==> config.mk <==
export PLATFORM = sky130hd
export DESIGN_NAME = mct_edge_prep
export DESIGN_NICKNAME = d
export VERILOG_FILES = /design/src/rtl/core/mct_pkg.sv /design/src/rtl/core/mct_edge_prep.sv
export SDC_FILE = /design/constraint.sdc
export NUM_CORES = 2
export LEC_CHECK = 0
export BUFFER_PORTS_ARGS = -buffer_cell sky130_fd_sc_hd__buf_4
export CAP_MARGIN = 20
export CORE_ASPECT_RATIO = 0.5
export CORE_UTILIZATION = 55
export CTS_CLUSTER_SIZE = 8
export DETAILED_ROUTE_END_ITERATION = 7
export PLACE_DENSITY = 0.83
export SLEW_MARGIN = 20
export SYNTH_ARGS = -nofsm -noshare
export SYNTH_HDL_FRONTEND = slang
export SYNTH_SLANG_ARGS = --single-unit
==> constraint.sdc <==
create_clock -name clk -period 19.37 [get_ports clk]
set_input_delay 1.937 -clock clk [delete_from_list [all_inputs] [get_ports clk]]
set_output_delay 1.937 -clock clk [all_outputs]
set_load 0.01 [all_outputs]
==> src/rtl/core/mct_pkg.sv <==
// Shared types, constants and the triangle table of the cell triangulator.
package mct_pkg;

  localparam int NumCorners     = 8;
  localparam int NumEdges       = 12;
  localparam int SampleW        = 16;
  localparam int CellW          = 6;
  localparam int PosW           = 15;
  localparam int FracW          = 9;
  localparam int DenW           = 16;
  localparam int DivW           = 25;
  localparam int DivSteps       = 9;
  localparam int FracShift      = 8;
  localparam int GridDimDefault = 64;
  localparam int RowW           = 60;

  // Marker for an unused slot in a triangle row
  localparam logic [3:0] EdgeNone = 4'hf;

  // Corner offsets, bit n belongs to corner n
  localparam logic [NumCorners-1:0] CORNER_X = 8'b0110_0110;
  localparam logic [NumCorners-1:0] CORNER_Y = 8'b1111_0000;
  localparam logic [NumCorners-1:0] CORNER_Z = 8'b1100_1100;

  // End corners of each cube edge
  localparam logic [2:0] EDGE_FROM [NumEdges] = '{3'd0, 3'd1, 3'd2, 3'd3, 3'd4, 3'd5,
                                                  3'd6, 3'd7, 3'd0, 3'd1, 3'd2, 3'd3};
  localparam logic [2:0] EDGE_TO [NumEdges] = '{3'd1, 3'd2, 3'd3, 3'd0, 3'd5, 3'd6,
                                                3'd7, 3'd4, 3'd4, 3'd5, 3'd6, 3'd7};

  typedef logic signed [SampleW-1:0] sample_t;
  typedef logic [PosW-1:0] pos_t;
  typedef logic [FracW-1:0] frac_t;

  typedef struct packed {
    logic [CellW-1:0] x;
    logic [CellW-1:0] y;
    logic [CellW-1:0] z;
  } cell_t;

  typedef struct packed {
    pos_t x;
    pos_t y;
    pos_t z;
  } vert_t;

  // Sideband that travels with a cell down the pipeline
  typedef struct packed {
    logic [NumCorners-1:0] cidx;
    cell_t                 loc;
  } side_t;

  // One divider lane: partial remainder, divisor, quotient so far
  typedef struct packed {
    logic [DivW-1:0] rem;
    logic [DenW-1:0] den;
    frac_t           q;
  } div_lane_t;

  // Triangle table: edge digits, first digit in the top nibble, padded with EdgeNone
  function automatic logic [RowW-1:0] tri_row(input logic [NumCorners-1:0] idx);
    logic [RowW-1:0] r;
    case (idx)
      8'd1: r = 60'h083ffffffffffff;
      8'd2: r = 60'h019ffffffffffff;
      8'd3: r = 60'h183981fffffffff;
      8'd4: r = 60'h12affffffffffff;
      8'd5: r = 60'h08312afffffffff;
      8'd6: r = 60'h92a029fffffffff;
      8'd7: r = 60'h2832a8a98ffffff;
      8'd8: r = 60'h3b2ffffffffffff;
      8'd9: r = 60'h0b28b0fffffffff;
      8'd10: r = 60'h19023bfffffffff;
      8'd11: r = 60'h1b219b98bffffff;
      8'd12: r = 60'h3a1ba3fffffffff;
      8'd13: r = 60'h0a108a8baffffff;
      8'd14: r = 60'h3903b9ba9ffffff;
      8'd15: r = 60'h98aa8bfffffffff;
      8'd16: r = 60'h478ffffffffffff;
      8'd17: r = 60'h430734fffffffff;
      8'd18: r = 60'h019847fffffffff;
      8'd19: r = 60'h419471731ffffff;
      8'd20: r = 60'h12a847fffffffff;
      8'd21: r = 60'h34730412affffff;
      8'd22: r = 60'h92a902847ffffff;
      8'd23: r = 60'h2a9297273794fff;
      8'd24: r = 60'h8473b2fffffffff;
      8'd25: r = 60'hb47b24204ffffff;
      8'd26: r = 60'h90184723bffffff;
      8'd27: r = 60'h47b94b9b2921fff;
      8'd28: r = 60'h3a13ba784ffffff;
      8'd29: r = 60'h1ba14b1047b4fff;
      8'd30: r = 60'h47890b9bab03fff;
      8'd31: r = 60'h47b4b99baffffff;
      8'd32: r = 60'h954ffffffffffff;
      8'd33: r = 60'h954083fffffffff;
      8'd34: r = 60'h054150fffffffff;
      8'd35: r = 60'h854835315ffffff;
      8'd36: r = 60'h12a954fffffffff;
      8'd37: r = 60'h30812a495ffffff;
      8'd38: r = 60'h52a542402ffffff;
      8'd39: r = 60'h2a5325354348fff;
      8'd40: r = 60'h95423bfffffffff;
      8'd41: r = 60'h0b208b495ffffff;
      8'd42: r = 60'h05401523bffffff;
      8'd43: r = 60'h21525828b485fff;
      8'd44: r = 60'ha3ba13954ffffff;
      8'd45: r = 60'h4950818a18bafff;
      8'd46: r = 60'h54050b5bab03fff;
      8'd47: r = 60'h54858aa8bffffff;
      8'd48: r = 60'h978579fffffffff;
      8'd49: r = 60'h930953573ffffff;
      8'd50: r = 60'h078017157ffffff;
      8'd51: r = 60'h153357fffffffff;
      8'd52: r = 60'h978957a12ffffff;
      8'd53: r = 60'ha12950530573fff;
      8'd54: r = 60'h802825857a52fff;
      8'd55: r = 60'h2a5253357ffffff;
      8'd56: r = 60'h7957893b2ffffff;
      8'd57: r = 60'h95797292027bfff;
      8'd58: r = 60'h23b018178157fff;
      8'd59: r = 60'hb21b17715ffffff;
      8'd60: r = 60'h958857a13a3bfff;
      8'd61: r = 60'h5705097b010aba0;
      8'd62: r = 60'hba0b03a50807570;
      8'd63: r = 60'hba57b5fffffffff;
      8'd64: r = 60'ha65ffffffffffff;
      8'd65: r = 60'h0835a6fffffffff;
      8'd66: r = 60'h9015a6fffffffff;
      8'd67: r = 60'h1831985a6ffffff;
      8'd68: r = 60'h165261fffffffff;
      8'd69: r = 60'h165126308ffffff;
      8'd70: r = 60'h965906026ffffff;
      8'd71: r = 60'h598582526328fff;
      8'd72: r = 60'h23ba65fffffffff;
      8'd73: r = 60'hb08b20a65ffffff;
      8'd74: r = 60'h01923b5a6ffffff;
      8'd75: r = 60'h5a61929b298bfff;
      8'd76: r = 60'h63b653513ffffff;
      8'd77: r = 60'h08b0b50515b6fff;
      8'd78: r = 60'h3b6036065059fff;
      8'd79: r = 60'h65969bb98ffffff;
      8'd80: r = 60'h5a6478fffffffff;
      8'd81: r = 60'h43047365affffff;
      8'd82: r = 60'h1905a6847ffffff;
      8'd83: r = 60'ha65197173794fff;
      8'd84: r = 60'h612651478ffffff;
      8'd85: r = 60'h125526304347fff;
      8'd86: r = 60'h847905065026fff;
      8'd87: r = 60'h739794329596269;
      8'd88: r = 60'h3b2784a65ffffff;
      8'd89: r = 60'h5a647242027bfff;
      8'd90: r = 60'h01947823b5a6fff;
      8'd91: r = 60'h9219b294b7b45a6;
      8'd92: r = 60'h8473b53515b6fff;
      8'd93: r = 60'h51b5b610b7b404b;
      8'd94: r = 60'h059065036b63847;
      8'd95: r = 60'h65969b4797b9fff;
      8'd96: r = 60'ha4964afffffffff;
      8'd97: r = 60'h4a649a083ffffff;
      8'd98: r = 60'ha01a60640ffffff;
      8'd99: r = 60'h83181686461afff;
      8'd100: r = 60'h149124264ffffff;
      8'd101: r = 60'h308129249264fff;
      8'd102: r = 60'h024426fffffffff;
      8'd103: r = 60'h832824426ffffff;
      8'd104: r = 60'ha49a64b23ffffff;
      8'd105: r = 60'h08228b49a4a6fff;
      8'd106: r = 60'h3b201606461afff;
      8'd107: r = 60'h64161a48121b8b1;
      8'd108: r = 60'h964936913b63fff;
      8'd109: r = 60'h8b1810b61914641;
      8'd110: r = 60'h3b6360064ffffff;
      8'd111: r = 60'h648b68fffffffff;
      8'd112: r = 60'h7a678a89affffff;
      8'd113: r = 60'h0730a709a67afff;
      8'd114: r = 60'ha671a7178180fff;
      8'd115: r = 60'ha67a71173ffffff;
      8'd116: r = 60'h126168189867fff;
      8'd117: r = 60'h269291679093739;
      8'd118: r = 60'h780706602ffffff;
      8'd119: r = 60'h732672fffffffff;
      8'd120: r = 60'h23ba68a89867fff;
      8'd121: r = 60'h20727b09767a9a7;
      8'd122: r = 60'h1801781a767a23b;
      8'd123: r = 60'hb21b17a61671fff;
      8'd124: r = 60'h896867916b63136;
      8'd125: r = 60'h091b67fffffffff;
      8'd126: r = 60'h7807063b0b60fff;
      8'd127: r = 60'h7b6ffffffffffff;
      8'd128: r = 60'h76bffffffffffff;
      8'd129: r = 60'h308b76fffffffff;
      8'd130: r = 60'h019b76fffffffff;
      8'd131: r = 60'h819831b76ffffff;
      8'd132: r = 60'ha126b7fffffffff;
      8'd133: r = 60'h12a3086b7ffffff;
      8'd134: r = 60'h2902a96b7ffffff;
      8'd135: r = 60'h6b72a3a83a98fff;
      8'd136: r = 60'h723627fffffffff;
      8'd137: r = 60'h708760620ffffff;
      8'd138: r = 60'h276237019ffffff;
      8'd139: r = 60'h162186198876fff;
      8'd140: r = 60'ha76a17137ffffff;
      8'd141: r = 60'ha7617a187108fff;
      8'd142: r = 60'h03707a0a96a7fff;
      8'd143: r = 60'h76a7a88a9ffffff;
      8'd144: r = 60'h684b86fffffffff;
      8'd145: r = 60'h36b306046ffffff;
      8'd146: r = 60'h86b846901ffffff;
      8'd147: r = 60'h946963931b36fff;
      8'd148: r = 60'h6846b82a1ffffff;
      8'd149: r = 60'h12a30b06b046fff;
      8'd150: r = 60'h4b846b0292a9fff;
      8'd151: r = 60'ha93a32943b36463;
      8'd152: r = 60'h823842462ffffff;
      8'd153: r = 60'h042462fffffffff;
      8'd154: r = 60'h190234246438fff;
      8'd155: r = 60'h194142246ffffff;
      8'd156: r = 60'h8138618466a1fff;
      8'd157: r = 60'ha10a06604ffffff;
      8'd158: r = 60'h4634386a3039a93;
      8'd159: r = 60'ha946a4fffffffff;
      8'd160: r = 60'h49576bfffffffff;
      8'd161: r = 60'h083495b76ffffff;
      8'd162: r = 60'h50154076bffffff;
      8'd163: r = 60'hb76834354315fff;
      8'd164: r = 60'h954a1276bffffff;
      8'd165: r = 60'h6b712a083495fff;
      8'd166: r = 60'h76b54a42a402fff;
      8'd167: r = 60'h348354325a52b76;
      8'd168: r = 60'h723762549ffffff;
      8'd169: r = 60'h954086062687fff;
      8'd170: r = 60'h362376150540fff;
      8'd171: r = 60'h628687218485158;
      8'd172: r = 60'h954a16176137fff;
      8'd173: r = 60'h16a176107870954;
      8'd174: r = 60'h40a4a503a6a737a;
      8'd175: r = 60'h76a7a854a48afff;
      8'd176: r = 60'h6956b9b89ffffff;
      8'd177: r = 60'h36b063056095fff;
      8'd178: r = 60'h0b805b01556bfff;
      8'd179: r = 60'h6b3635531ffffff;
      8'd180: r = 60'h12a95b9b8b56fff;
      8'd181: r = 60'h0b306b09656912a;
      8'd182: r = 60'hb85b56805a52025;
      8'd183: r = 60'h6b36352a3a53fff;
      8'd184: r = 60'h589528562382fff;
      8'd185: r = 60'h956960062ffffff;
      8'd186: r = 60'h158180568382628;
      8'd187: r = 60'h156216fffffffff;
      8'd188: r = 60'h13616a386569896;
      8'd189: r = 60'ha10a06950560fff;
      8'd190: r = 60'h03856afffffffff;
      8'd191: r = 60'ha56ffffffffffff;
      8'd192: r = 60'hb5a75bfffffffff;
      8'd193: r = 60'hb5ab75830ffffff;
      8'd194: r = 60'h5b75ab190ffffff;
      8'd195: r = 60'ha75ab7981831fff;
      8'd196: r = 60'hb12b71751ffffff;
      8'd197: r = 60'h08312717572bfff;
      8'd198: r = 60'h9759279022b7fff;
      8'd199: r = 60'h75272b592328982;
      8'd200: r = 60'h25a235375ffffff;
      8'd201: r = 60'h820852875a25fff;
      8'd202: r = 60'h9015a35373a2fff;
      8'd203: r = 60'h982921872a25752;
      8'd204: r = 60'h135375fffffffff;
      8'd205: r = 60'h087071175ffffff;
      8'd206: r = 60'h903935537ffffff;
      8'd207: r = 60'h987597fffffffff;
      8'd208: r = 60'h5845a8ab8ffffff;
      8'd209: r = 60'h5045b05abb30fff;
      8'd210: r = 60'h01984a8aba45fff;
      8'd211: r = 60'hab4a45b34941314;
      8'd212: r = 60'h2512852b8458fff;
      8'd213: r = 60'h04b0b345b2b151b;
      8'd214: r = 60'h0250592b5458b85;
      8'd215: r = 60'h9452b3fffffffff;
      8'd216: r = 60'h25a352345384fff;
      8'd217: r = 60'h5a2524420ffffff;
      8'd218: r = 60'h3a235a385458019;
      8'd219: r = 60'h5a2524192942fff;
      8'd220: r = 60'h845853351ffffff;
      8'd221: r = 60'h045105fffffffff;
      8'd222: r = 60'h845853905035fff;
      8'd223: r = 60'h945ffffffffffff;
      8'd224: r = 60'h4b749b9abffffff;
      8'd225: r = 60'h0834979b79abfff;
      8'd226: r = 60'h1ab1b414074bfff;
      8'd227: r = 60'h3143481a474bab4;
      8'd228: r = 60'h4b79b492b912fff;
      8'd229: r = 60'h9749b791b2b1083;
      8'd230: r = 60'hb74b42240ffffff;
      8'd231: r = 60'hb74b42834324fff;
      8'd232: r = 60'h29a279237749fff;
      8'd233: r = 60'h9a7974a27870207;
      8'd234: r = 60'h37a3a274a1a040a;
      8'd235: r = 60'h1a2874fffffffff;
      8'd236: r = 60'h491417713ffffff;
      8'd237: r = 60'h491417081871fff;
      8'd238: r = 60'h403743fffffffff;
      8'd239: r = 60'h487ffffffffffff;
      8'd240: r = 60'h9a8ab8fffffffff;
      8'd241: r = 60'h30939bb9affffff;
      8'd242: r = 60'h01a0a88abffffff;
      8'd243: r = 60'h31ab3afffffffff;
      8'd244: r = 60'h12b1b99b8ffffff;
      8'd245: r = 60'h30939b1292b9fff;
      8'd246: r = 60'h02b80bfffffffff;
      8'd247: r = 60'h32bffffffffffff;
      8'd248: r = 60'h23828aa89ffffff;
      8'd249: r = 60'h9a2092fffffffff;
      8'd250: r = 60'h23828a0181a8fff;
      8'd251: r = 60'h1a2ffffffffffff;
      8'd252: r = 60'h138918fffffffff;
      8'd253: r = 60'h091ffffffffffff;
      8'd254: r = 60'h038ffffffffffff;
      default: r = '1;
    endcase
    return r;
  endfunction

endpackage

==> src/rtl/core/mct_edge_prep.sv <==
// Front end: case index, per-edge numerator and divisor for the interpolation divide.
module mct_edge_prep (
  input  logic                   clk,
  input  logic                   rst,
  input  logic                   adv,
  input  logic                   in_valid,
  input  mct_pkg::cell_t         in_cell,
  input  mct_pkg::sample_t       in_corner [mct_pkg::NumCorners],
  input  mct_pkg::sample_t       iso,
  output logic                   out_valid,
  output mct_pkg::side_t         out_side,
  output mct_pkg::div_lane_t     out_lane [mct_pkg::NumEdges]
);
  import mct_pkg::*;

  // Orient the edge so the divisor is positive, clamp, and form num*256 + den/2
  function automatic div_lane_t edge_lane(input logic signed [SampleW:0] num,
                                          input logic signed [SampleW:0] den);
    logic signed [SampleW+1:0] n;
    logic signed [SampleW+1:0] d;
    div_lane_t l;
    n = {num[SampleW], num};
    d = {den[SampleW], den};
    if (d < 0) begin
      n = -n;
      d = -d;
    end
    if (n < 0) begin
      n = '0;
    end else if (n > d) begin
      n = d;
    end
    l.q   = '0;
    l.den = d[DenW-1:0];
    l.rem = {1'b0, n[DenW-1:0], {FracShift{1'b0}}} + DivW'(d[DenW-1:1]);
    // Equal end samples: quotient comes out zero
    if (d == 0) begin
      l.den = DenW'(1);
      l.rem = '0;
    end
    return l;
  endfunction

  logic                        vld_a;
  side_t                       side_a;
  logic signed [SampleW:0]     num_a [NumCorners];
  logic signed [SampleW:0]     den_a [NumEdges];
  logic [NumCorners-1:0]       cidx;

  // Classify corners against the threshold
  always_comb begin
    for (int n = 0; n < NumCorners; n++) begin
      cidx[n] = (in_corner[n] <= iso);
    end
  end

  // Stage A: differences
  always_ff @(posedge clk) begin
    if (rst) begin
      vld_a <= 1'b0;
    end else if (adv) begin
      vld_a <= in_valid;
    end
  end

  always_ff @(posedge clk) begin
    if (adv) begin
      side_a.cidx <= cidx;
      side_a.loc  <= in_cell;
      for (int n = 0; n < NumCorners; n++) begin
        num_a[n] <= {iso[SampleW-1], iso} - {in_corner[n][SampleW-1], in_corner[n]};
      end
      for (int e = 0; e < NumEdges; e++) begin
        den_a[e] <= {in_corner[EDGE_TO[e]][SampleW-1], in_corner[EDGE_TO[e]]}
                  - {in_corner[EDGE_FROM[e]][SampleW-1], in_corner[EDGE_FROM[e]]};
      end
    end
  end

  // Stage B: divider operands
  always_ff @(posedge clk) begin
    if (rst) begin
      out_valid <= 1'b0;
    end else if (adv) begin
      out_valid <= vld_a;
    end
  end

  always_ff @(posedge clk) begin
    if (adv) begin
      out_side <= side_a;
      for (int e = 0; e < NumEdges; e++) begin
        out_lane[e] <= edge_lane(num_a[EDGE_FROM[e]], den_a[e]);
      end
    end
  end

endmodule

== Yosys cells after proc, flatten, opt, wreduce, memory -nomap -nowiden ==
Memory sizes are Yosys's and may differ from the RTL's.
Index checks and enable logic that the tools add are counted.

* Bits in writable memories: 340
* Word-level logic and storage cells: 230
* Output and inout bits: 627
* Memories kept: 2
* Register bits: 546

* Order comparisons: 44
* Reductions and logical operators: 12
* Add/subtract/negate cells: 52
* Multiplexer cells: 86

{| class="wikitable"
|+ Memories
! name !! depth !! width !! read ports !! clocked after Yosys merged registers in !! wr ports !! line !! text
|-
| den_a || 12 || 17 || 12 || 0 || 12 || mct_edge_prep.sv:47 || <nowiki>logic signed [SampleW:0] den_a [NumEdges];</nowiki>
|-
| num_a || 8 || 17 || 8 || 0 || 8 || mct_edge_prep.sv:46 || <nowiki>logic signed [SampleW:0] num_a [NumCorners];</nowiki>
|}

{| class="wikitable"
|+ Operators with widths
! cell !! count
|-
| 18-bit two-way mux || 48
|-
| 16-bit two-way mux || 36
|-
| 32-bit zero test || 12
|-
| 17-bit negator with 18-bit output || 20
|-
| 16-bit by 16-bit subtractor with 17-bit output || 20
|-
| 24-bit by 15-bit adder with 25-bit output || 12
|-
| 18-bit > comparator || 12
|-
| 18-bit by 1-bit less-than comparator with 1-bit output, second input constant || 12
|-
| 17-bit by 1-bit less-than comparator with 1-bit output, second input constant || 12
|-
| 16-bit <= comparator || 8
|-
| 1-bit two-way mux || 2
|}

== Logic depth before layout (Yosys ltp) ==
An unclocked memory read counts as a cell.

* Depth in word-level cells: 9
* Depth in mapped cells: 33
* Depth with buffers taken out: 29

== Least setup slack after synthesis ==
No wires, ideal clock.

* Path type: reg-to-reg
* Start: mem num_a[0][5] in the netlist's numbering
* End: reg out_lane[194] in the netlist's numbering (data pin)
* Required time: 19.112 ns
* Arrival: 7.087 ns
* Buffers on the path: 7
* Path slack: 12.025 ns
* Library setup time: 0.258 ns
* Stages on the path, launching flop included: 31
* Path through: edfxtp_1 or4_1 clkbuf_1 or3_1 or4_1 nor2_1 nor2_1 mux2i_1 inv_2 clkbuf_1 ha_1 a211o_1 nor4b_1 a21o_1 clkbuf_1 clkbuf_1 clkbuf_1 buf_1 mux2i_1 nor2_1 ha_1 a21oi_1 o21ai_0 mux2i_1 o22ai_1 a221o_1 a31o_1 clkbuf_1 a21o_1 nand3b_1 a21oi_1

{| class="wikitable"
|+ RTL lines
! item !! line !! text
|-
| from (decl) || mct_edge_prep.sv:46 ||
|-
| to (signal, indexed assignment) || mct_edge_prep.sv:93 || <nowiki>out_lane[e] <= edge_lane(num_a[EDGE_FROM[e]], den_a[e]);</nowiki>
|-
| to (decl) || mct_edge_prep.sv:12 || <nowiki>output mct_pkg::div_lane_t out_lane [mct_pkg::NumEdges]</nowiki>
|}

==> results.json <==
{
  "drtAntennaViolNets": 0,
  "synth_top_cells_by_count": "nor2_1, edfxtp_1, inv_1",
  "worstSetupEndpointType": "flop",
  "timing.fmax_mhz": 119,
  "post_drt_wl_per_cell_microns": 22.0,
  "worstHoldStart": "side_a[4]",
  "cpMostUsedCell": "nor2_1",
  "setup_viol": 0,
  "synth_edf_count": 788,
  "critPathArrivalTime_ps": 8910,
  "start_kind": "flop",
  "portBuffers": 684,
  "drt_wl_total_microns": 208000,
  "peakVddDrop_uv": 79.9,
  "ioPinCount": 793,
  "place_inst": 9275,
  "yosys-top-cells-area": "edfxtp_1, ha_1, xnor2_1, nor2_1, inv_1",
  "reg2reg_to": "out_lane[548]",
  "yosysMostFrequentCell": "nor2_1",
  "grt_pass1_wl_microns": 305000,
  "cap_violations": 0,
  "first_iter_violations": 6666,
  "antenna_found_initial": 45,
  "design.core.area_sq_mm": 0.116,
  "start_util": 0.560,
  "worstPathCellList": "nor3_1 > nand2_1 > or4_1 > nor2_1 > nor2_1 > mux2i_1 > clkinv_1 > ha_1 > nand4_1 > nor2_1 > o21ai_0 > nand4bb_1 > or4_1 > o211ai_1 > nand2_1 > a211oi_1 > ha_1 > a21o_1 > nor2_1 > nor3_1 > o31ai_1 > a21o_1 > nor2_1 > mux2_1",
  "clkLatencyLatePin_ps": 750,
  "reg2regPathDepth": 24,
  "first_pass_iters": 8,
  "slew_headroom": 0.254,
  "finalSetupTns_ps": 0,
  "hold_viol": 0,
  "track_usage": 0.333,
  "clock-sinks": 790,
  "synth_flop_cell": "edfxtp_1",
  "fin_crit_sh": 0.435,
  "yosysSeqAreaShare": 0.364,
  "post_cts_buffers": 0,
  "worstPathRequired_ps": 19850,
  "synth_largest_area_cell": "edfxtp_1",
  "rows": 88,
  "layout.nets": 8585,
  "utilization": 0.636,
  "p_leak_nw": 31.7,
  "routabilityCongestion": 1.04,
  "fp.dieH_microns": 245,
  "htreeDepth": 3,
  "path_max_fanout": 17,
  "drv_slew": 0,
  "grt_pass1_vias": 52145,
  "die_area_sq_mm": 0.120,
  "syn_to_final_growth_pct": 13.5,
  "ys_warn_count": 0,
  "ys_ff_latch": 790,
  "worst_slew_pin_slew_ps": 1110,
  "synth_top_area_frac": 0.363,
  "ctsHoldBuffers": 0,
  "placed_area_sq_mm": 0.0710,
  "die_w_microns": 489,
  "syn_avg_cell_area_sq_um": 9.03,
  "clock_path_buffers": 3,
  "status": "finished, final reports clean",
  "async_reset_ff_frac": 0,
  "rsz0062_at_grt": "no",
  "ys_types": 112,
  "fill_cells": 9550,
  "r2r_start": "num_a[0][21]",
  "vias_per_cell": 6.10,
  "post-route-cell-area_sq_mm": 0.0740,
  "rrSetupSlack_ps": 10940,
  "dr_total_vias": 57698,
  "power_density_mw_per_mm2": 109,
  "numCtsBuffers": 109,
  "fin_cells": 9461,
  "hold_depth": 0,
  "period_minus_slack_ps": 8430,
  "hold_end": "out_side[4]",
  "cts-resized-gates": 0,
  "netlist_area_sq_mm": 0.0652,
  "fin_worst_skew_ps": 32.1,
  "drive_gt1_frac": 0.126,
  "clk_pin_slew_ps": 60,
  "syn_inst": 7217,
  "grt_max_degree": 179,
  "cts_tree": "yes",
  "hold_path.class": "flop to flop",
  "critPathKind": "flop to flop",
  "drc_errors": 0,
  "cpPeakStageDelay_ps": 720,
  "hpwl_microns": 161000,
  "whs_ps": 412,
  "overflow": 0,
  "cts_root_buf": "clkbuf_16",
  "cp_slowest_cell": "mux2i_1"
}
## critical path, delay by kind of cell, from the launching register on
kind                     cells  cell delay (ps)
AND/OR/NAND/NOR             13             3240
flip-flops                   1              470
buffers and inverters        1              710
adder cells (fa/ha/maj)      2             1000
multiplexers                 2             1020
AO/OA/AOI/OAI                6             1700
## report_power, final
group / switching (mW) / internal (mW) / total, mW / leakage, nW
Clock: 0.731 / 0.998 / 1.73 / 1.40
Sequential: 0.234 / 2.37 / 2.61 / 7.80
Combinational: 2.26 / 1.49 / 3.75 / 22.5
Total: 3.23 / 4.86 / 8.09 / 31.7
## how the worst max path moves through the flow
stage | from | endpoint | slack (ps) | cells past startpoint
6_report | num_a[0][21] | out_lane[548] | 10940 | 24
5_1_grt | num_a[0][20] | out_lane[548] | 10180 | 25
4_1_cts | num_a[0][21] | out_lane[548] | 11110 | 24
3_5_place_dp | num_a[0][20] | out_lane[548] | 11150 | 24
3_3_place_gp | num_a[0][20] | out_lane[548] | 11200 | 24
2_1_floorplan | num_a[0][5] | out_lane[194] | 12030 | 30
## per-layer routing
| metal | share of wire | global-route usage | wire length, microns |
|---|---|---|---|
| met1 | 0.39 | 0.424 | 80800 |
| met2 | 0.44 | 0.509 | 92400 |
| met3 | 0.11 | 0.0993 | 23800 |
| met4 | 0.053 | 0.176 | 11000 |
| met5 | 0.00055 | 0.00201 | 115 |
## cells by family after synthesis
logic type,after synthesis,synth area share
simple gates,2386,0.174
compound gates,1595,0.164
buf+inv,1111,0.0762
flops,790,0.364
fa+ha+maj,634,0.124
xor+xnor,627,0.0855
mux,72,0.0113
other cells,2,0.000115
## flip-flops by register name, indices dropped and copies added, names as in the netlist
signal / cells
num_a: 136
side_a: 26
vld_a: 1
out_valid: 1
den_a: 204
out_side: 26
out_lane: 396
## layout by cell type (no fill, tap or decap), types with 25 or more instances in the layout
master     Yosys  final
a211oi_1      70     70
a21boi_0     199    199
a21o_1        93     92
a21oi_1      223    223
a221oi_1      25     25
a31oi_1       50     50
buf_4        205    731
clkbuf_16      0    110
conb_1         2    120
diode_2        0     54
edfxtp_1     788    788
fa_1          32     32
ha_1         576    576
inv_1        729    729
mux2i_1       60     60
nand2_1      574    574
nand2b_1      91     91
nand3_1      101    101
nand4_1       94     94
nor2_1       836    836
nor2b_1      109    109
nor3_1       154    153
nor4_1        75     69
o211ai_1      59     59
o21a_1        37     37
o21ai_0      456    456
o31ai_1       95     95
o41ai_1       63     63
or2_2         58     58
or3_1         95     95
or4_1         67     67
xnor2_1      403    403
xor2_1       217    217
## final cells by class
| class | count | area, sq um | area share |
|---|---|---|---|
| clock inverters | 8 | 62.6 | 0.000845 |
| well taps | 1575 | 1970 | 0.0266 |
| flip-flops and latches | 790 | 23700 | 0.320 |
| diodes | 54 | 135 | 0.00183 |
| repair buffers | 733 | 5520 | 0.0746 |
| clock buffers | 124 | 2810 | 0.0379 |
| inverters | 743 | 2790 | 0.0377 |
| multi-input cells | 5434 | 37000 | 0.500 |
## through the flow
stage / total power, mW / worst slack [ps]
2_1_floorplan: 5.08 / 12030
3_3_place_gp: 6.20 / 11200
3_5_place_dp: 6.27 / 11150
4_1_cts: 8.02 / 11110
5_1_grt: 8.53 / 10180
6_report: 8.09 / 10940
(Power assumes the default switching activity.)
