===== src/rtl/core/mct_pkg.sv =====
// Shared types, constants and the triangle table of the cell triangulator.
package mct_pkg;

  localparam int NumCorners     = 8;
  localparam int NumEdges       = 12;
  localparam int SampleW        = 16;
  localparam int CellW          = 6;
  localparam int PosW           = 15;
  localparam int FracW          = 9;
  localparam int DenW           = 16;
  localparam int DivW           = 25;
  localparam int DivSteps       = 9;
  localparam int FracShift      = 8;
  localparam int GridDimDefault = 64;
  localparam int RowW           = 60;

  // Marker for an unused slot in a triangle row
  localparam logic [3:0] EdgeNone = 4'hf;

  // Corner offsets, bit n belongs to corner n
  localparam logic [NumCorners-1:0] CORNER_X = 8'b0110_0110;
  localparam logic [NumCorners-1:0] CORNER_Y = 8'b1111_0000;
  localparam logic [NumCorners-1:0] CORNER_Z = 8'b1100_1100;

  // End corners of each cube edge
  localparam logic [2:0] EDGE_FROM [NumEdges] = '{3'd0, 3'd1, 3'd2, 3'd3, 3'd4, 3'd5,
                                                  3'd6, 3'd7, 3'd0, 3'd1, 3'd2, 3'd3};
  localparam logic [2:0] EDGE_TO [NumEdges] = '{3'd1, 3'd2, 3'd3, 3'd0, 3'd5, 3'd6,
                                                3'd7, 3'd4, 3'd4, 3'd5, 3'd6, 3'd7};

  typedef logic signed [SampleW-1:0] sample_t;
  typedef logic [PosW-1:0] pos_t;
  typedef logic [FracW-1:0] frac_t;

  typedef struct packed {
    logic [CellW-1:0] x;
    logic [CellW-1:0] y;
    logic [CellW-1:0] z;
  } cell_t;

  typedef struct packed {
    pos_t x;
    pos_t y;
    pos_t z;
  } vert_t;

  // Sideband that travels with a cell down the pipeline
  typedef struct packed {
    logic [NumCorners-1:0] cidx;
    cell_t                 loc;
  } side_t;

  // One divider lane: partial remainder, divisor, quotient so far
  typedef struct packed {
    logic [DivW-1:0] rem;
    logic [DenW-1:0] den;
    frac_t           q;
  } div_lane_t;

  // Triangle table: edge digits, first digit in the top nibble, padded with EdgeNone
  function automatic logic [RowW-1:0] tri_row(input logic [NumCorners-1:0] idx);
    logic [RowW-1:0] r;
    case (idx)
      8'd1: r = 60'h083ffffffffffff;
      8'd2: r = 60'h019ffffffffffff;
      8'd3: r = 60'h183981fffffffff;
      8'd4: r = 60'h12affffffffffff;
      8'd5: r = 60'h08312afffffffff;
      8'd6: r = 60'h92a029fffffffff;
      8'd7: r = 60'h2832a8a98ffffff;
      8'd8: r = 60'h3b2ffffffffffff;
      8'd9: r = 60'h0b28b0fffffffff;
      8'd10: r = 60'h19023bfffffffff;
      8'd11: r = 60'h1b219b98bffffff;
      8'd12: r = 60'h3a1ba3fffffffff;
      8'd13: r = 60'h0a108a8baffffff;
      8'd14: r = 60'h3903b9ba9ffffff;
      8'd15: r = 60'h98aa8bfffffffff;
      8'd16: r = 60'h478ffffffffffff;
      8'd17: r = 60'h430734fffffffff;
      8'd18: r = 60'h019847fffffffff;
      8'd19: r = 60'h419471731ffffff;
      8'd20: r = 60'h12a847fffffffff;
      8'd21: r = 60'h34730412affffff;
      8'd22: r = 60'h92a902847ffffff;
      8'd23: r = 60'h2a9297273794fff;
      8'd24: r = 60'h8473b2fffffffff;
      8'd25: r = 60'hb47b24204ffffff;
      8'd26: r = 60'h90184723bffffff;
      8'd27: r = 60'h47b94b9b2921fff;
      8'd28: r = 60'h3a13ba784ffffff;
      8'd29: r = 60'h1ba14b1047b4fff;
      8'd30: r = 60'h47890b9bab03fff;
      8'd31: r = 60'h47b4b99baffffff;
      8'd32: r = 60'h954ffffffffffff;
      8'd33: r = 60'h954083fffffffff;
      8'd34: r = 60'h054150fffffffff;
      8'd35: r = 60'h854835315ffffff;
      8'd36: r = 60'h12a954fffffffff;
      8'd37: r = 60'h30812a495ffffff;
      8'd38: r = 60'h52a542402ffffff;
      8'd39: r = 60'h2a5325354348fff;
      8'd40: r = 60'h95423bfffffffff;
      8'd41: r = 60'h0b208b495ffffff;
      8'd42: r = 60'h05401523bffffff;
      8'd43: r = 60'h21525828b485fff;
      8'd44: r = 60'ha3ba13954ffffff;
      8'd45: r = 60'h4950818a18bafff;
      8'd46: r = 60'h54050b5bab03fff;
      8'd47: r = 60'h54858aa8bffffff;
      8'd48: r = 60'h978579fffffffff;
      8'd49: r = 60'h930953573ffffff;
      8'd50: r = 60'h078017157ffffff;
      8'd51: r = 60'h153357fffffffff;
      8'd52: r = 60'h978957a12ffffff;
      8'd53: r = 60'ha12950530573fff;
      8'd54: r = 60'h802825857a52fff;
      8'd55: r = 60'h2a5253357ffffff;
      8'd56: r = 60'h7957893b2ffffff;
      8'd57: r = 60'h95797292027bfff;
      8'd58: r = 60'h23b018178157fff;
      8'd59: r = 60'hb21b17715ffffff;
      8'd60: r = 60'h958857a13a3bfff;
      8'd61: r = 60'h5705097b010aba0;
      8'd62: r = 60'hba0b03a50807570;
      8'd63: r = 60'hba57b5fffffffff;
      8'd64: r = 60'ha65ffffffffffff;
      8'd65: r = 60'h0835a6fffffffff;
      8'd66: r = 60'h9015a6fffffffff;
      8'd67: r = 60'h1831985a6ffffff;
      8'd68: r = 60'h165261fffffffff;
      8'd69: r = 60'h165126308ffffff;
      8'd70: r = 60'h965906026ffffff;
      8'd71: r = 60'h598582526328fff;
      8'd72: r = 60'h23ba65fffffffff;
      8'd73: r = 60'hb08b20a65ffffff;
      8'd74: r = 60'h01923b5a6ffffff;
      8'd75: r = 60'h5a61929b298bfff;
      8'd76: r = 60'h63b653513ffffff;
      8'd77: r = 60'h08b0b50515b6fff;
      8'd78: r = 60'h3b6036065059fff;
      8'd79: r = 60'h65969bb98ffffff;
      8'd80: r = 60'h5a6478fffffffff;
      8'd81: r = 60'h43047365affffff;
      8'd82: r = 60'h1905a6847ffffff;
      8'd83: r = 60'ha65197173794fff;
      8'd84: r = 60'h612651478ffffff;
      8'd85: r = 60'h125526304347fff;
      8'd86: r = 60'h847905065026fff;
      8'd87: r = 60'h739794329596269;
      8'd88: r = 60'h3b2784a65ffffff;
      8'd89: r = 60'h5a647242027bfff;
      8'd90: r = 60'h01947823b5a6fff;
      8'd91: r = 60'h9219b294b7b45a6;
      8'd92: r = 60'h8473b53515b6fff;
      8'd93: r = 60'h51b5b610b7b404b;
      8'd94: r = 60'h059065036b63847;
      8'd95: r = 60'h65969b4797b9fff;
      8'd96: r = 60'ha4964afffffffff;
      8'd97: r = 60'h4a649a083ffffff;
      8'd98: r = 60'ha01a60640ffffff;
      8'd99: r = 60'h83181686461afff;
      8'd100: r = 60'h149124264ffffff;
      8'd101: r = 60'h308129249264fff;
      8'd102: r = 60'h024426fffffffff;
      8'd103: r = 60'h832824426ffffff;
      8'd104: r = 60'ha49a64b23ffffff;
      8'd105: r = 60'h08228b49a4a6fff;
      8'd106: r = 60'h3b201606461afff;
      8'd107: r = 60'h64161a48121b8b1;
      8'd108: r = 60'h964936913b63fff;
      8'd109: r = 60'h8b1810b61914641;
      8'd110: r = 60'h3b6360064ffffff;
      8'd111: r = 60'h648b68fffffffff;
      8'd112: r = 60'h7a678a89affffff;
      8'd113: r = 60'h0730a709a67afff;
      8'd114: r = 60'ha671a7178180fff;
      8'd115: r = 60'ha67a71173ffffff;
      8'd116: r = 60'h126168189867fff;
      8'd117: r = 60'h269291679093739;
      8'd118: r = 60'h780706602ffffff;
      8'd119: r = 60'h732672fffffffff;
      8'd120: r = 60'h23ba68a89867fff;
      8'd121: r = 60'h20727b09767a9a7;
      8'd122: r = 60'h1801781a767a23b;
      8'd123: r = 60'hb21b17a61671fff;
      8'd124: r = 60'h896867916b63136;
      8'd125: r = 60'h091b67fffffffff;
      8'd126: r = 60'h7807063b0b60fff;
      8'd127: r = 60'h7b6ffffffffffff;
      8'd128: r = 60'h76bffffffffffff;
      8'd129: r = 60'h308b76fffffffff;
      8'd130: r = 60'h019b76fffffffff;
      8'd131: r = 60'h819831b76ffffff;
      8'd132: r = 60'ha126b7fffffffff;
      8'd133: r = 60'h12a3086b7ffffff;
      8'd134: r = 60'h2902a96b7ffffff;
      8'd135: r = 60'h6b72a3a83a98fff;
      8'd136: r = 60'h723627fffffffff;
      8'd137: r = 60'h708760620ffffff;
      8'd138: r = 60'h276237019ffffff;
      8'd139: r = 60'h162186198876fff;
      8'd140: r = 60'ha76a17137ffffff;
      8'd141: r = 60'ha7617a187108fff;
      8'd142: r = 60'h03707a0a96a7fff;
      8'd143: r = 60'h76a7a88a9ffffff;
      8'd144: r = 60'h684b86fffffffff;
      8'd145: r = 60'h36b306046ffffff;
      8'd146: r = 60'h86b846901ffffff;
      8'd147: r = 60'h946963931b36fff;
      8'd148: r = 60'h6846b82a1ffffff;
      8'd149: r = 60'h12a30b06b046fff;
      8'd150: r = 60'h4b846b0292a9fff;
      8'd151: r = 60'ha93a32943b36463;
      8'd152: r = 60'h823842462ffffff;
      8'd153: r = 60'h042462fffffffff;
      8'd154: r = 60'h190234246438fff;
      8'd155: r = 60'h194142246ffffff;
      8'd156: r = 60'h8138618466a1fff;
      8'd157: r = 60'ha10a06604ffffff;
      8'd158: r = 60'h4634386a3039a93;
      8'd159: r = 60'ha946a4fffffffff;
      8'd160: r = 60'h49576bfffffffff;
      8'd161: r = 60'h083495b76ffffff;
      8'd162: r = 60'h50154076bffffff;
      8'd163: r = 60'hb76834354315fff;
      8'd164: r = 60'h954a1276bffffff;
      8'd165: r = 60'h6b712a083495fff;
      8'd166: r = 60'h76b54a42a402fff;
      8'd167: r = 60'h348354325a52b76;
      8'd168: r = 60'h723762549ffffff;
      8'd169: r = 60'h954086062687fff;
      8'd170: r = 60'h362376150540fff;
      8'd171: r = 60'h628687218485158;
      8'd172: r = 60'h954a16176137fff;
      8'd173: r = 60'h16a176107870954;
      8'd174: r = 60'h40a4a503a6a737a;
      8'd175: r = 60'h76a7a854a48afff;
      8'd176: r = 60'h6956b9b89ffffff;
      8'd177: r = 60'h36b063056095fff;
      8'd178: r = 60'h0b805b01556bfff;
      8'd179: r = 60'h6b3635531ffffff;
      8'd180: r = 60'h12a95b9b8b56fff;
      8'd181: r = 60'h0b306b09656912a;
      8'd182: r = 60'hb85b56805a52025;
      8'd183: r = 60'h6b36352a3a53fff;
      8'd184: r = 60'h589528562382fff;
      8'd185: r = 60'h956960062ffffff;
      8'd186: r = 60'h158180568382628;
      8'd187: r = 60'h156216fffffffff;
      8'd188: r = 60'h13616a386569896;
      8'd189: r = 60'ha10a06950560fff;
      8'd190: r = 60'h03856afffffffff;
      8'd191: r = 60'ha56ffffffffffff;
      8'd192: r = 60'hb5a75bfffffffff;
      8'd193: r = 60'hb5ab75830ffffff;
      8'd194: r = 60'h5b75ab190ffffff;
      8'd195: r = 60'ha75ab7981831fff;
      8'd196: r = 60'hb12b71751ffffff;
      8'd197: r = 60'h08312717572bfff;
      8'd198: r = 60'h9759279022b7fff;
      8'd199: r = 60'h75272b592328982;
      8'd200: r = 60'h25a235375ffffff;
      8'd201: r = 60'h820852875a25fff;
      8'd202: r = 60'h9015a35373a2fff;
      8'd203: r = 60'h982921872a25752;
      8'd204: r = 60'h135375fffffffff;
      8'd205: r = 60'h087071175ffffff;
      8'd206: r = 60'h903935537ffffff;
      8'd207: r = 60'h987597fffffffff;
      8'd208: r = 60'h5845a8ab8ffffff;
      8'd209: r = 60'h5045b05abb30fff;
      8'd210: r = 60'h01984a8aba45fff;
      8'd211: r = 60'hab4a45b34941314;
      8'd212: r = 60'h2512852b8458fff;
      8'd213: r = 60'h04b0b345b2b151b;
      8'd214: r = 60'h0250592b5458b85;
      8'd215: r = 60'h9452b3fffffffff;
      8'd216: r = 60'h25a352345384fff;
      8'd217: r = 60'h5a2524420ffffff;
      8'd218: r = 60'h3a235a385458019;
      8'd219: r = 60'h5a2524192942fff;
      8'd220: r = 60'h845853351ffffff;
      8'd221: r = 60'h045105fffffffff;
      8'd222: r = 60'h845853905035fff;
      8'd223: r = 60'h945ffffffffffff;
      8'd224: r = 60'h4b749b9abffffff;
      8'd225: r = 60'h0834979b79abfff;
      8'd226: r = 60'h1ab1b414074bfff;
      8'd227: r = 60'h3143481a474bab4;
      8'd228: r = 60'h4b79b492b912fff;
      8'd229: r = 60'h9749b791b2b1083;
      8'd230: r = 60'hb74b42240ffffff;
      8'd231: r = 60'hb74b42834324fff;
      8'd232: r = 60'h29a279237749fff;
      8'd233: r = 60'h9a7974a27870207;
      8'd234: r = 60'h37a3a274a1a040a;
      8'd235: r = 60'h1a2874fffffffff;
      8'd236: r = 60'h491417713ffffff;
      8'd237: r = 60'h491417081871fff;
      8'd238: r = 60'h403743fffffffff;
      8'd239: r = 60'h487ffffffffffff;
      8'd240: r = 60'h9a8ab8fffffffff;
      8'd241: r = 60'h30939bb9affffff;
      8'd242: r = 60'h01a0a88abffffff;
      8'd243: r = 60'h31ab3afffffffff;
      8'd244: r = 60'h12b1b99b8ffffff;
      8'd245: r = 60'h30939b1292b9fff;
      8'd246: r = 60'h02b80bfffffffff;
      8'd247: r = 60'h32bffffffffffff;
      8'd248: r = 60'h23828aa89ffffff;
      8'd249: r = 60'h9a2092fffffffff;
      8'd250: r = 60'h23828a0181a8fff;
      8'd251: r = 60'h1a2ffffffffffff;
      8'd252: r = 60'h138918fffffffff;
      8'd253: r = 60'h091ffffffffffff;
      8'd254: r = 60'h038ffffffffffff;
      default: r = '1;
    endcase
    return r;
  endfunction

endpackage


===== src/rtl/core/mct_edge_pos.sv =====
// Per-edge vertex position from cell index and fraction, saturated to the grid.
module mct_edge_pos #(
  parameter int GRID_DIM = mct_pkg::GridDimDefault
) (
  input  logic                   clk,
  input  logic                   rst,
  input  logic                   adv,
  input  logic                   in_valid,
  input  mct_pkg::side_t         in_side,
  input  mct_pkg::frac_t         in_frac [mct_pkg::NumEdges],
  output logic                   out_valid,
  output logic [mct_pkg::NumCorners-1:0] out_cidx,
  output mct_pkg::vert_t         out_vert [mct_pkg::NumEdges]
);
  import mct_pkg::*;

  localparam int FullScale = GRID_DIM * (1 << FracShift);
  localparam int PosMax    = (FullScale > 32767) ? 32767 : FullScale;
  localparam logic [PosW:0] PosTop = (PosW + 1)'(PosMax);

  // Move from the first corner toward the second by frac along one axis
  function automatic pos_t axis_pos(input logic [CellW-1:0] c, input logic oa,
                                    input logic ob, input frac_t f);
    logic [PosW:0] p;
    p = ((PosW + 1)'(c) + (PosW + 1)'(oa)) << FracShift;
    if (ob && !oa) begin
      p = p + (PosW + 1)'(f);
    end else if (oa && !ob) begin
      p = p - (PosW + 1)'(f);
    end
    if (p > PosTop) begin
      p = PosTop;
    end
    return p[PosW-1:0];
  endfunction

  always_ff @(posedge clk) begin
    if (rst) begin
      out_valid <= 1'b0;
    end else if (adv) begin
      out_valid <= in_valid;
    end
  end

  always_ff @(posedge clk) begin
    if (adv) begin
      out_cidx <= in_side.cidx;
      for (int e = 0; e < NumEdges; e++) begin
        out_vert[e].x <= axis_pos(in_side.loc.x, CORNER_X[EDGE_FROM[e]],
                                  CORNER_X[EDGE_TO[e]], in_frac[e]);
        out_vert[e].y <= axis_pos(in_side.loc.y, CORNER_Y[EDGE_FROM[e]],
                                  CORNER_Y[EDGE_TO[e]], in_frac[e]);
        out_vert[e].z <= axis_pos(in_side.loc.z, CORNER_Z[EDGE_FROM[e]],
                                  CORNER_Z[EDGE_TO[e]], in_frac[e]);
      end
    end
  end

endmodule


===== config.mk =====
export PLATFORM = sky130hd
export DESIGN_NAME = mct_edge_pos
export DESIGN_NICKNAME = d
export VERILOG_FILES = /design/src/rtl/core/mct_pkg.sv /design/src/rtl/core/mct_edge_pos.sv
export SDC_FILE = /design/constraint.sdc
export NUM_CORES = 1
export LEC_CHECK = 0
export BUFFER_PORTS_ARGS = -buffer_cell sky130_fd_sc_hd__buf_2
export CORE_AREA = 2 2 264 266
export DETAILED_ROUTE_END_ITERATION = 8
export DIE_AREA = 0 0 266 268
export GPL_TIMING_DRIVEN = 0
export HOLD_SLACK_MARGIN = 0.06
export PLACE_DENSITY = 0.53
export SETUP_SLACK_MARGIN = 0.05
export SYNTH_ARGS = -nofsm -noshare
export SYNTH_HDL_FRONTEND = slang
export SYNTH_SLANG_ARGS = --single-unit
export TNS_END_PERCENT = 10

===== constraint.sdc =====
create_clock -name clk -period 2.2 [get_ports clk]
set_input_delay 0.22 -clock clk [delete_from_list [all_inputs] [get_ports clk]]
set_output_delay 0.22 -clock clk [all_outputs]
set_load 0.005 [all_outputs]

[Word level (Yosys, flattened, before mapping)]
Index checks and enable logic that the tools add are counted.
Storage, ports and cells
  logic and storage cells: 74
  bits in registers: 279
  input bits: 138
  output and inout port bits: 549
Cells by class
  $add $sub $neg: 15
  multiplexer cells: 15
  magnitude comparators: 18
Operators with widths (count)
  $gt A16 B15 Y1 const B: 12
  $mux W16: 12
  $add A14 B9 Y15: 8
  $sub A16 B9 Y16: 4
  $gt A14 B15 Y1 const B: 3
  $gt A15 B15 Y1 const B: 3
  $mux W15: 3
  $add A6 B1 Y7 const B: 3

[Logic depth before layout (Yosys ltp)]
Gate-level depths: netlist of the first run.
  word-level depth: 4
  depth in mapped cells: 9
  gate-level depth less buffers: 8

[Least setup slack after synthesis of the first run]
OpenSTA, ideal clock, no wires.
  path type: input port to flip-flop
  start: input in_frac[81] in the netlist's numbering
  end: register out_vert[437] in the netlist's numbering, data pin
  stages on the path: 9
  path buffers: 1
  path slack: -0.032 ns
  data required time: 1.940 ns
  arrival: 1.972 ns
  library setup time: 0.260 ns
  cells stage by stage: inv_1 -> ha_1 -> nor3b_2 -> nand2_1 -> o21a_1 -> a21oi_1 -> o32a_2 -> buf_2 -> a21oi_1
Between the ends
  longest elaborated chain between the ends: 3
Ends and longest elaborated chain
  start, declared: RTL line mct_edge_pos.sv:10  | input mct_pkg::frac_t in_frac [mct_pkg::NumEdges],
  $sub A16 B9 Y16 *: RTL line mct_edge_pos.sv:29  | p = p - (PosW + 1)'(f);
  $mux W16 *: RTL line mct_edge_pos.sv:46  | if (adv) begin
  $gt A16 B15 Y1: RTL line mct_edge_pos.sv:31  | if (p > PosTop) begin
  end, declared: RTL line mct_edge_pos.sv:13  | output mct_pkg::vert_t out_vert [mct_pkg::NumEdges]
Every way passes the cells marked *; elsewhere a longest branch is shown, timed or not. The select of a mux whose other input is x is not followed.
A chain may end at the register's enable or synchronous reset.

[Worst setup path after layout of the first run]
  start: input in_frac[51] in the netlist's numbering
  end: register out_vert[267] in the netlist's numbering, data pin
The elaborated chain is that of the path after synthesis.

==> flow_summary.json, run 1 <==
{
  "rows": 96,
  "dominantRegCellSynth": "edfxtp_1",
  "yosysUniqueCellTypes": 66,
  "finalPower_uw": 12660,
  "die-width_um": 266,
  "netlist_area_sq_um": 13200,
  "core_area_sq_um": 68230,
  "p_leak_uw": 0.009075,
  "drive_gt1_share_pct": 45.38,
  "synthAdderAreaFrac_pct": 2.654,
  "place_congestion": 0.7732,
  "postRouteAntennaNets": 0,
  "layout-area-overhead-vs-synth_pct": 50.74,
  "post-route-min-period_ps": 2231,
  "hold_depth": 3,
  "setup_violations": 9,
  "hold_start": "in_frac[45]",
  "rr_worst_depth": 3,
  "fin_crit_sh_pct": 101.4,
  "synthMuxAreaShare_pct": 0.1516,
  "worstSetupEndpointType": "register",
  "layout.nets": 2169,
  "numClockSinks": 228,
  "relSlewSlack_pct": 31.37,
  "ff2ff_setup_slack_ps": 1030,
  "grt_pass1_wl_um": 63920,
  "clockBufferDepth": 3,
  "dr.pass1.iters": 5,
  "pin_count": 687,
  "final_max_slew_viol_count": 0,
  "root_buffer": "clkbuf_16",
  "arrival_ps": 2530,
  "initial_utilization_pct": 19.35,
  "cp.required_ps": 2500,
  "clock_latency_ps": 560,
  "fmax_mhz": 448.3,
  "fin_setup_tns_ps": -149.9,
  "placed_cell_area_sq_um": 17550,
  "ir_drop_v": 0.0004791,
  "fp.dieArea_sq_um": 71290,
  "grt_start_max_net_pins": 116,
  "synth_edf_count": 227,
  "worstPathMaxFanout": 10,
  "cts_tree": "yes",
  "drt_iter0_markers": 526,
  "totalWireLength_um": 45140,
  "min_to": "out_vert[255]",
  "io_buffers": 481,
  "max-cap-violations": 0,
  "fin_skew_ps": 0,
  "dp_hpwl_um": 35370,
  "pre_cts_slack_ps": -1162,
  "postSynth.asyncResetShare_pct": 0,
  "syn_avg_cell_area_sq_um": 11.31,
  "r2r-start": "out_valid",
  "finalWorstSetupSlack_ps": -30.61,
  "layout_common_cells": "buf_2 (489), buf_4 (331), edfxtp_1 (227), conb_1 (204), dlygate4sd3_1 (113)",
  "r2r-end": "out_valid",
  "grt.overflow.total": 0,
  "synth_cells": 1167,
  "hold_class": "in2reg",
  "rsz0062_at_grt": "yes",
  "wire_per_inst_um": 15.51,
  "cts_buffers": 28,
  "power.density_nw_per_um2": 636.3,
  "grt_pass1_vias": 10700,
  "synth_compound_area_share_pct": 5.762,
  "final-hold-violation-count": 0,
  "antenna_found_initial": 6,
  "synth_top_family_by_area": "buffers and inverters",
  "final_common_cell": "buf_2",
  "cts.clk_slew.worst_paths_ps": 60,
  "synthSimpleGateAreaFrac_pct": 14.61,
  "status": "finished, violations left",
  "die_h_um": 268,
  "drc_errors": 0,
  "worst_slew_pin_slew_ps": 1021,
  "fin_area_sq_um": 19900,
  "startpoint_type": "input pin",
  "synth_xor_area_share_pct": 5.033,
  "grt_usage_pct": 11.69,
  "synth-seq-cells": 228,
  "yosysSeqAreaShare_pct": 51.79,
  "yosysWarnings": 0,
  "vias_per_cell": 3.780,
  "htreeDepth": 1,
  "worst-setup-path-type": "in2reg",
  "violations": "negative setup slack",
  "via_count": 11000
}
-- sequential cells by signal, summed over array words and instances, names as in the netlist --
signal     flops
out_vert     219
out_cidx       8
out_valid      1
-- cell usage after synthesis (all sizes together), types with 11 or more instances --
master	instances	area (sq um)
a21oi	24	120.1
and2	61	381.6
and3	12	75.07
buf	337	2487
clkbuf	18	67.56
edfxtp	227	6817
ha	28	350.3
inv	20	75.07
nand2	34	127.6
nand3	35	175.2
nand4	11	83.83
nor2	87	326.6
nor2b	37	231.5
nor3	23	130.1
nor4	15	93.84
o21ai	19	95.09
or4	11	86.33
xnor2	28	252.8
xor2	47	411.6
-- worst max path at each step --
stage	from	to	slack, ps	cells after the start
floorplan	in_frac[81]	out_vert[437]	40	9
global placement	adv	out_valid	-2670	3
detailed placement	in_side[12]	out_vert[442]	-1160	10
CTS	in_side[12]	out_vert[268]	10	10
global route	in_side[15]	out_vert[268]	-120	9
finish	in_frac[51]	out_vert[267]	-30	7
-- power breakdown --
group	internal [uW]	switching (uW)
sequential	5250	217
clock	2750	1920
combinational	1320	1210
-- cell families (layout without fill, tap and decap cells) --
logic type | count (synthesis) | count (layout)
AO/OA/AOI/OAI | 101 | 101
XOR/XNOR | 75 | 75
adder cells (fa/ha/maj) | 28 | 28
buffers and inverters | 377 | 1031
flip-flops | 228 | 228
multiplexers | 2 | 2
other | 1 | 207
AND/OR/NAND/NOR | 355 | 356
-- metal layers --
layer / GRT usage, % / routed length [um] / vias to the layer above
met5: 0 / 39 / -
met3: 2.859 / 3801 / 77
met4: 5.041 / 1669 / 6
li1: - / - / 5256
met1: 13.17 / 17230 / 5085
met2: 20.97 / 22390 / 577
-- what timing repair did --
action | in CTS | in global routing
hold endpoints to repair | 126 | 0
gates resized for setup | 25 | 20
hold buffers | 113 | 0
pin swaps | 4 | 4
cloned | 1 | 0
endpoints found under the setup margin | 40 | 65
buffers inserted | 6 | 1
-- worst max-delay path, cell delays in order --
cell	delay, ps
buf_2	150
or4_1	580
o31ai_1	880
o31ai_2	200
nand2_1	200
buf_4	220
nor2_1	80
-- final cells by class --
| class | instances | area (sq um) |
|---|---|---|
| Fill cell | 7088 | 48330 |
| Timing Repair Buffer | 603 | 3659 |
| Multi-Input combinational cell | 766 | 4733 |
| Clock inverter | 19 | 178.9 |
| Tap cell | 882 | 1104 |
| Antenna cell | 3 | 7.507 |
| Sequential cell | 228 | 6837 |
| Buffer | 354 | 2556 |
| Clock buffer | 33 | 740.7 |
| Inverter | 22 | 85.08 |
-- metrics by stage --
step	cells	hold slack (ps)	util [%]
final	2910	103.8	29.17
after global placement	2733	378.3	25.63
after global routing	2907	84.11	29.16
after floorplan	1370	292.4	-
after detailed placement	2735	378.7	25.73
after CTS	2907	60.99	28.99
No activity file was read; power rests on OpenSTA's default activity.
==> run 2: changes to the inputs <==
SKIP_LAST_GASP = 1   (was default)
==> flow_summary.json, run 2 (synthesis gave the netlist of run 1 again) <==
{
  "totalWireLength_um": 45070,
  "layout.cells.non_filler": 2910,
  "power.density_nw_per_um2": 638.3,
  "drc_errors": 0,
  "placed_cell_area_sq_um": 17550,
  "worstPathMaxFanout": 12,
  "arrival_ps": 2600,
  "hold_depth": 3,
  "clock_latency_ps": 560,
  "status": "finished, violations left",
  "clockBufferDepth": 3,
  "hold_start": "in_frac[45]",
  "cp_slowest_stage_delay_ps": 420,
  "cts_buffers": 28,
  "worst-setup-path-type": "in2reg",
  "fin_area_sq_um": 19830,
  "largest_register": "out_vert",
  "r2r-start": "out_valid",
  "final_max_slew_viol_count": 0,
  "seq_area_sq_um": 6837,
  "crit_start": "in_side[13]",
  "startpoint_type": "input pin",
  "relSlewSlack_pct": 35.97,
  "htreeDepth": 1,
  "rsz0062_at_grt": "yes",
  "hold_class": "in2reg",
  "via_count": 11040,
  "dp_hpwl_um": 35370,
  "vias_per_cell": 3.792,
  "fmax_mhz": 452.8,
  "layout-area-overhead-vs-synth_pct": 50.18,
  "root_buffer": "clkbuf_16",
  "rr_worst_depth": 3,
  "ir_drop_v": 0.0004791,
  "max-cap-violations": 0,
  "layout_common_cells": "buf_2 (489), buf_4 (331), edfxtp_1 (227), conb_1 (204), dlygate4sd3_1 (113)",
  "worst_slew_pin_slew_ps": 952.3,
  "numClockSinks": 228,
  "io_buffers": 481,
  "p_leak_uw": 0.009057,
  "dp.cells": 2735,
  "initial_utilization_pct": 19.35,
  "path_cells": "buf_2 > ha_1 > clkbuf_2 > nor2_1 > o31ai_1 > o31ai_2 > nand2_1 > buf_4 > a21oi_2",
  "multi_input_area_sq_um": 4659,
  "wire_per_inst_um": 15.49,
  "finalPower_uw": 12650,
  "pin_count": 687,
  "final-hold-violation-count": 0,
  "top_regs": "out_vert: 219 flops, out_cidx: 8 flops, out_valid: 1 flops",
  "fin_crit_sh_pct": 100.4,
  "grt_start_max_net_pins": 116,
  "largest_register_ffs": 219,
  "fin_hold_ws_ps": 99.27,
  "grt_pass1_wl_um": 63870,
  "setup_violations": 1,
  "cts.clk_slew.worst_paths_ps": 60,
  "grt_usage_pct": 11.67,
  "die-width_um": 266,
  "final_common_cell": "buf_2",
  "grt_pass1_vias": 10680,
  "fin_skew_ps": 0,
  "post-route-min-period_ps": 2208,
  "core_area_sq_um": 68230,
  "cp.required_ps": 2590,
  "drt_iter0_markers": 551,
  "place_congestion": 0.7732,
  "finalWorstSetupSlack_ps": -8.350,
  "grt.overflow.total": 0,
  "dr.pass1.iters": 5,
  "violations": "negative setup slack",
  "postRouteAntennaNets": 0,
  "cts_tree": "yes",
  "pre_cts_slack_ps": -1162,
  "antenna_found_initial": 5,
  "layout.nets": 2170,
  "worstSetupEndpointType": "register",
  "critPathSlowestCell": "o31ai_2",
  "fp.dieArea_sq_um": 71290,
  "rows": 96,
  "nFillCells": 7098,
  "die_h_um": 268,
  "drive_gt1_share_pct": 44.92
}
## run 2: cell count changes in the layout (fill, tap and decap cells not counted), sizes merged
cell,delta
clkinv,+1
buf,+1
diode,-1
inv,-1
## run 2: per-layer routing
| layer | routed length, um | vias up | GRT usage (%) |
|---|---|---|---|
| met5 | 34 | - | 0 |
| met4 | 1710 | 6 | 4.995 |
| met3 | 3790 | 81 | 2.767 |
| met2 | 22320 | 577 | 20.94 |
| met1 | 17220 | 5111 | 13.22 |
| li1 | - | 5260 | - |
## run 2: where the power goes
| group | internal (uW) | switching [uW] | leakage [uW] |
|---|---|---|---|
| sequential | 5250 | 217 | 0.00222 |
| clock | 2750 | 1920 | 0.000447 |
| combinational | 1310 | 1200 | 0.00639 |
| total | 9310 | 3340 | 0.00906 |
## run 2: path summary, 6_finish.rpt
kind | to | slack [ps]
setup / recovery | out_vert[268] | -8
hold / removal | out_vert[255] | 100
setup reg to reg | out_valid | 1030
hold reg to reg | out_valid | 1060
## run 2: critical path: cells and delay by family
kind | cells | cell delay (ps)
AO/OA/AOI/OAI | 3 | 870
buffers and inverters | 3 | 710
AND/OR/NAND/NOR | 2 | 480
adder cells (fa/ha/maj) | 1 | 300
## run 2: area by class of cell
type	instances	area share (%)
tap	882	5.566
multi-input combinational	766	23.50
antenna	2	0.02524
buffer	355	12.91
timing repair buffer	603	18.45
clock inverter	19	0.9025
sequential	228	34.48
clock buffer	33	3.736
inverter	22	0.4228
## run 2: through the flow
step | util [%] | TNS, ps
after floorplan | - | 0
after global placement | 25.63 | -634410
after detailed placement | 25.73 | -54650
after CTS | 28.98 | 0
after global routing | 29.05 | -2492
final | 29.06 | -8.350
## run 2: what timing repair did
| action | CTS | global route |
|---|---|---|
| setup endpoints to repair | 40 | 65 |
| endpoints found under the hold margin | 126 | 0 |
| hold buffers | 113 | 0 |
| buffers inserted | 6 | 1 |
| resized for setup | 22 | 7 |
| gates cloned | 1 | 0 |
| pin swaps | 4 | 1 |
==> run 3: changes to the inputs <==
CORE_AREA = 5 5 267 269   (was 2 2 264 266)
DIE_AREA = 0 0 272 274   (was 0 0 266 268)
==> flow_summary.json, run 3 (synthesis gave the netlist of run 1 again) <==
{
  "cts.clk_slew.worst_paths_ps": 60,
  "vias_per_cell": 3.741,
  "cts_tree": "yes",
  "fin_area_sq_um": 19830,
  "layout-area-overhead-vs-synth_pct": 50.21,
  "max-cap-violations": 0,
  "pre_cts_slack_ps": -1350,
  "worstPathMaxFanout": 6,
  "drive_gt1_share_pct": 44.92,
  "cp.required_ps": 2480,
  "dr.pass1.iters": 5,
  "drc_errors": 0,
  "htreeDepth": 1,
  "clock_latency_ps": 560,
  "final_max_slew_viol_count": 0,
  "die_h_um": 274,
  "grt_usage_pct": 11.27,
  "final-hold-violation-count": 0,
  "fp.dieArea_sq_um": 74530,
  "relSlewSlack_pct": 47.19,
  "wire_per_inst_um": 15.73,
  "arrival_ps": 2480,
  "p_leak_uw": 0.009057,
  "worstSetupEndpointType": "register",
  "postRouteAntennaNets": 0,
  "clockBufferDepth": 3,
  "rr_worst_depth": 3,
  "rsz0062_at_grt": "yes",
  "grt_pass1_wl_um": 66040,
  "post-route-min-period_ps": 2205,
  "layout_common_cells": "buf_2 (489), buf_4 (330), edfxtp_1 (227), conb_1 (204), dlygate4sd3_1 (114)",
  "die-width_um": 272,
  "largest_register_ffs": 219,
  "cp-endpoint": "out_vert[181]",
  "dp.cells": 2735,
  "io_buffers": 481,
  "setup_violations": 1,
  "fin_setup_tns_ps": -4.802,
  "grt.overflow.total": 0,
  "numClockSinks": 228,
  "violations": "negative setup slack",
  "via_count": 10880,
  "core_area_sq_um": 68350,
  "r2r-end": "out_valid",
  "fin_crit_sh_pct": 100.2,
  "placed_cell_area_sq_um": 17550,
  "hold_class": "in2reg",
  "cts_buffers": 28,
  "totalWireLength_um": 45760,
  "dp_hpwl_um": 35960,
  "finalPower_uw": 12710,
  "finalWorstSetupSlack_ps": -4.802,
  "antenna_found_initial": 3,
  "startpoint_type": "input pin",
  "worst_slew_pin_slew_ps": 786.5,
  "top_regs": "out_vert: 219 flops, out_cidx: 8 flops, out_valid: 1 flops",
  "fin_skew_ps": 0,
  "crit_start": "in_frac[36]",
  "worst-setup-path-type": "in2reg",
  "ff2ff_setup_slack_ps": 1050,
  "initial_utilization_pct": 19.32,
  "root_buffer": "clkbuf_16",
  "status": "finished, violations left",
  "drt_iter0_markers": 580,
  "power.density_nw_per_um2": 641.1,
  "r2r-start": "out_valid",
  "final_common_cell": "buf_2",
  "fmax_mhz": 453.6,
  "layout.nets": 2170,
  "rows": 96,
  "largest_register": "out_vert",
  "grt_start_max_net_pins": 118,
  "grt_pass1_vias": 11110,
  "place_congestion": 0.8169,
  "pin_count": 687,
  "layout.cells.non_filler": 2909,
  "ir_drop_v": 0.0005173
}
run 3: cell types whose count changed in the layout (fill, tap and decap cells not counted), moves of 3 or more:
cell	before	now
clkbuf_1	21	24
a21oi_2	5	2
clkinv_1	7	2
a21oi_1	19	22
run 3: area by class of cell:
cell class,instances,area (sq um)
diodes,1,2.502
flip-flops and latches,228,6837
plain buffers,355,2559
inverters,22,87.58
multi-input cells,765,4639
clock inverters,15,167.7
repair buffers,604,3669
clock buffers,37,765.7
well taps,882,1104
fillers,7081,48520
run 3: what timing repair did:
action | CTS | global route
resized for setup | 15 | 15
hold buffers | 114 | 0
endpoints found under the setup margin | 40 | 73
pin swaps | 1 | 4
setup buffers | 1 | 6
hold endpoints to repair | 120 | 0
run 3: critical path, stage by stage:
cell	delay [ps]
dlygate4sd3_1	550
buf_2	130
or3_1	290
clkbuf_1	170
o31ai_1	270
xor2_1	130
o2111a_1	170
a221oi_1	410
nor2b_1	140
run 3: per-layer routing:
| layer | up-vias | share of wire (%) | routed length, um | GRT usage, % |
|---|---|---|---|---|
| met4 | 2 | 2.5 | 1144 | 3.205 |
| met1 | 5013 | 38 | 17570 | 12.77 |
| li1 | 5245 | - | - | - |
| met5 | - | 0.028 | 13 | 0 |
| met2 | 551 | 50 | 22870 | 20.66 |
| met3 | 73 | 9.1 | 4163 | 3.229 |
run 3: worst min-delay path by stage:
stage | slack (ps) | start | to | depth (start not counted)
2_1_floorplan | 290 | rst | out_valid | 1
3_3_place_gp | 380 | rst | out_valid | 2
3_5_place_dp | 380 | rst | out_valid | 2
4_1_cts | 60 | in_frac[74] | out_vert[362] | 3
5_1_grt | 110 | in_frac[74] | out_vert[362] | 3
6_report | 120 | in_frac[86] | out_vert[440] | 3
run 3: metrics by stage:
| step | hold slack (ps) | util, % |
|---|---|---|
| floorplan | 292.4 | - |
| CTS | 60.13 | 28.84 |
| detailed placement | 381.9 | 25.68 |
| global placement | 377.6 | 25.59 |
| global route | 112.9 | 29.01 |
| finish | 117.9 | 29.01 |
run 3: where the power goes:
part	internal, uW	leakage (uW)	switching, uW
clock network	2800	0.000455	1940
logic	1310	0.00638	1200
registers	5250	0.00222	207
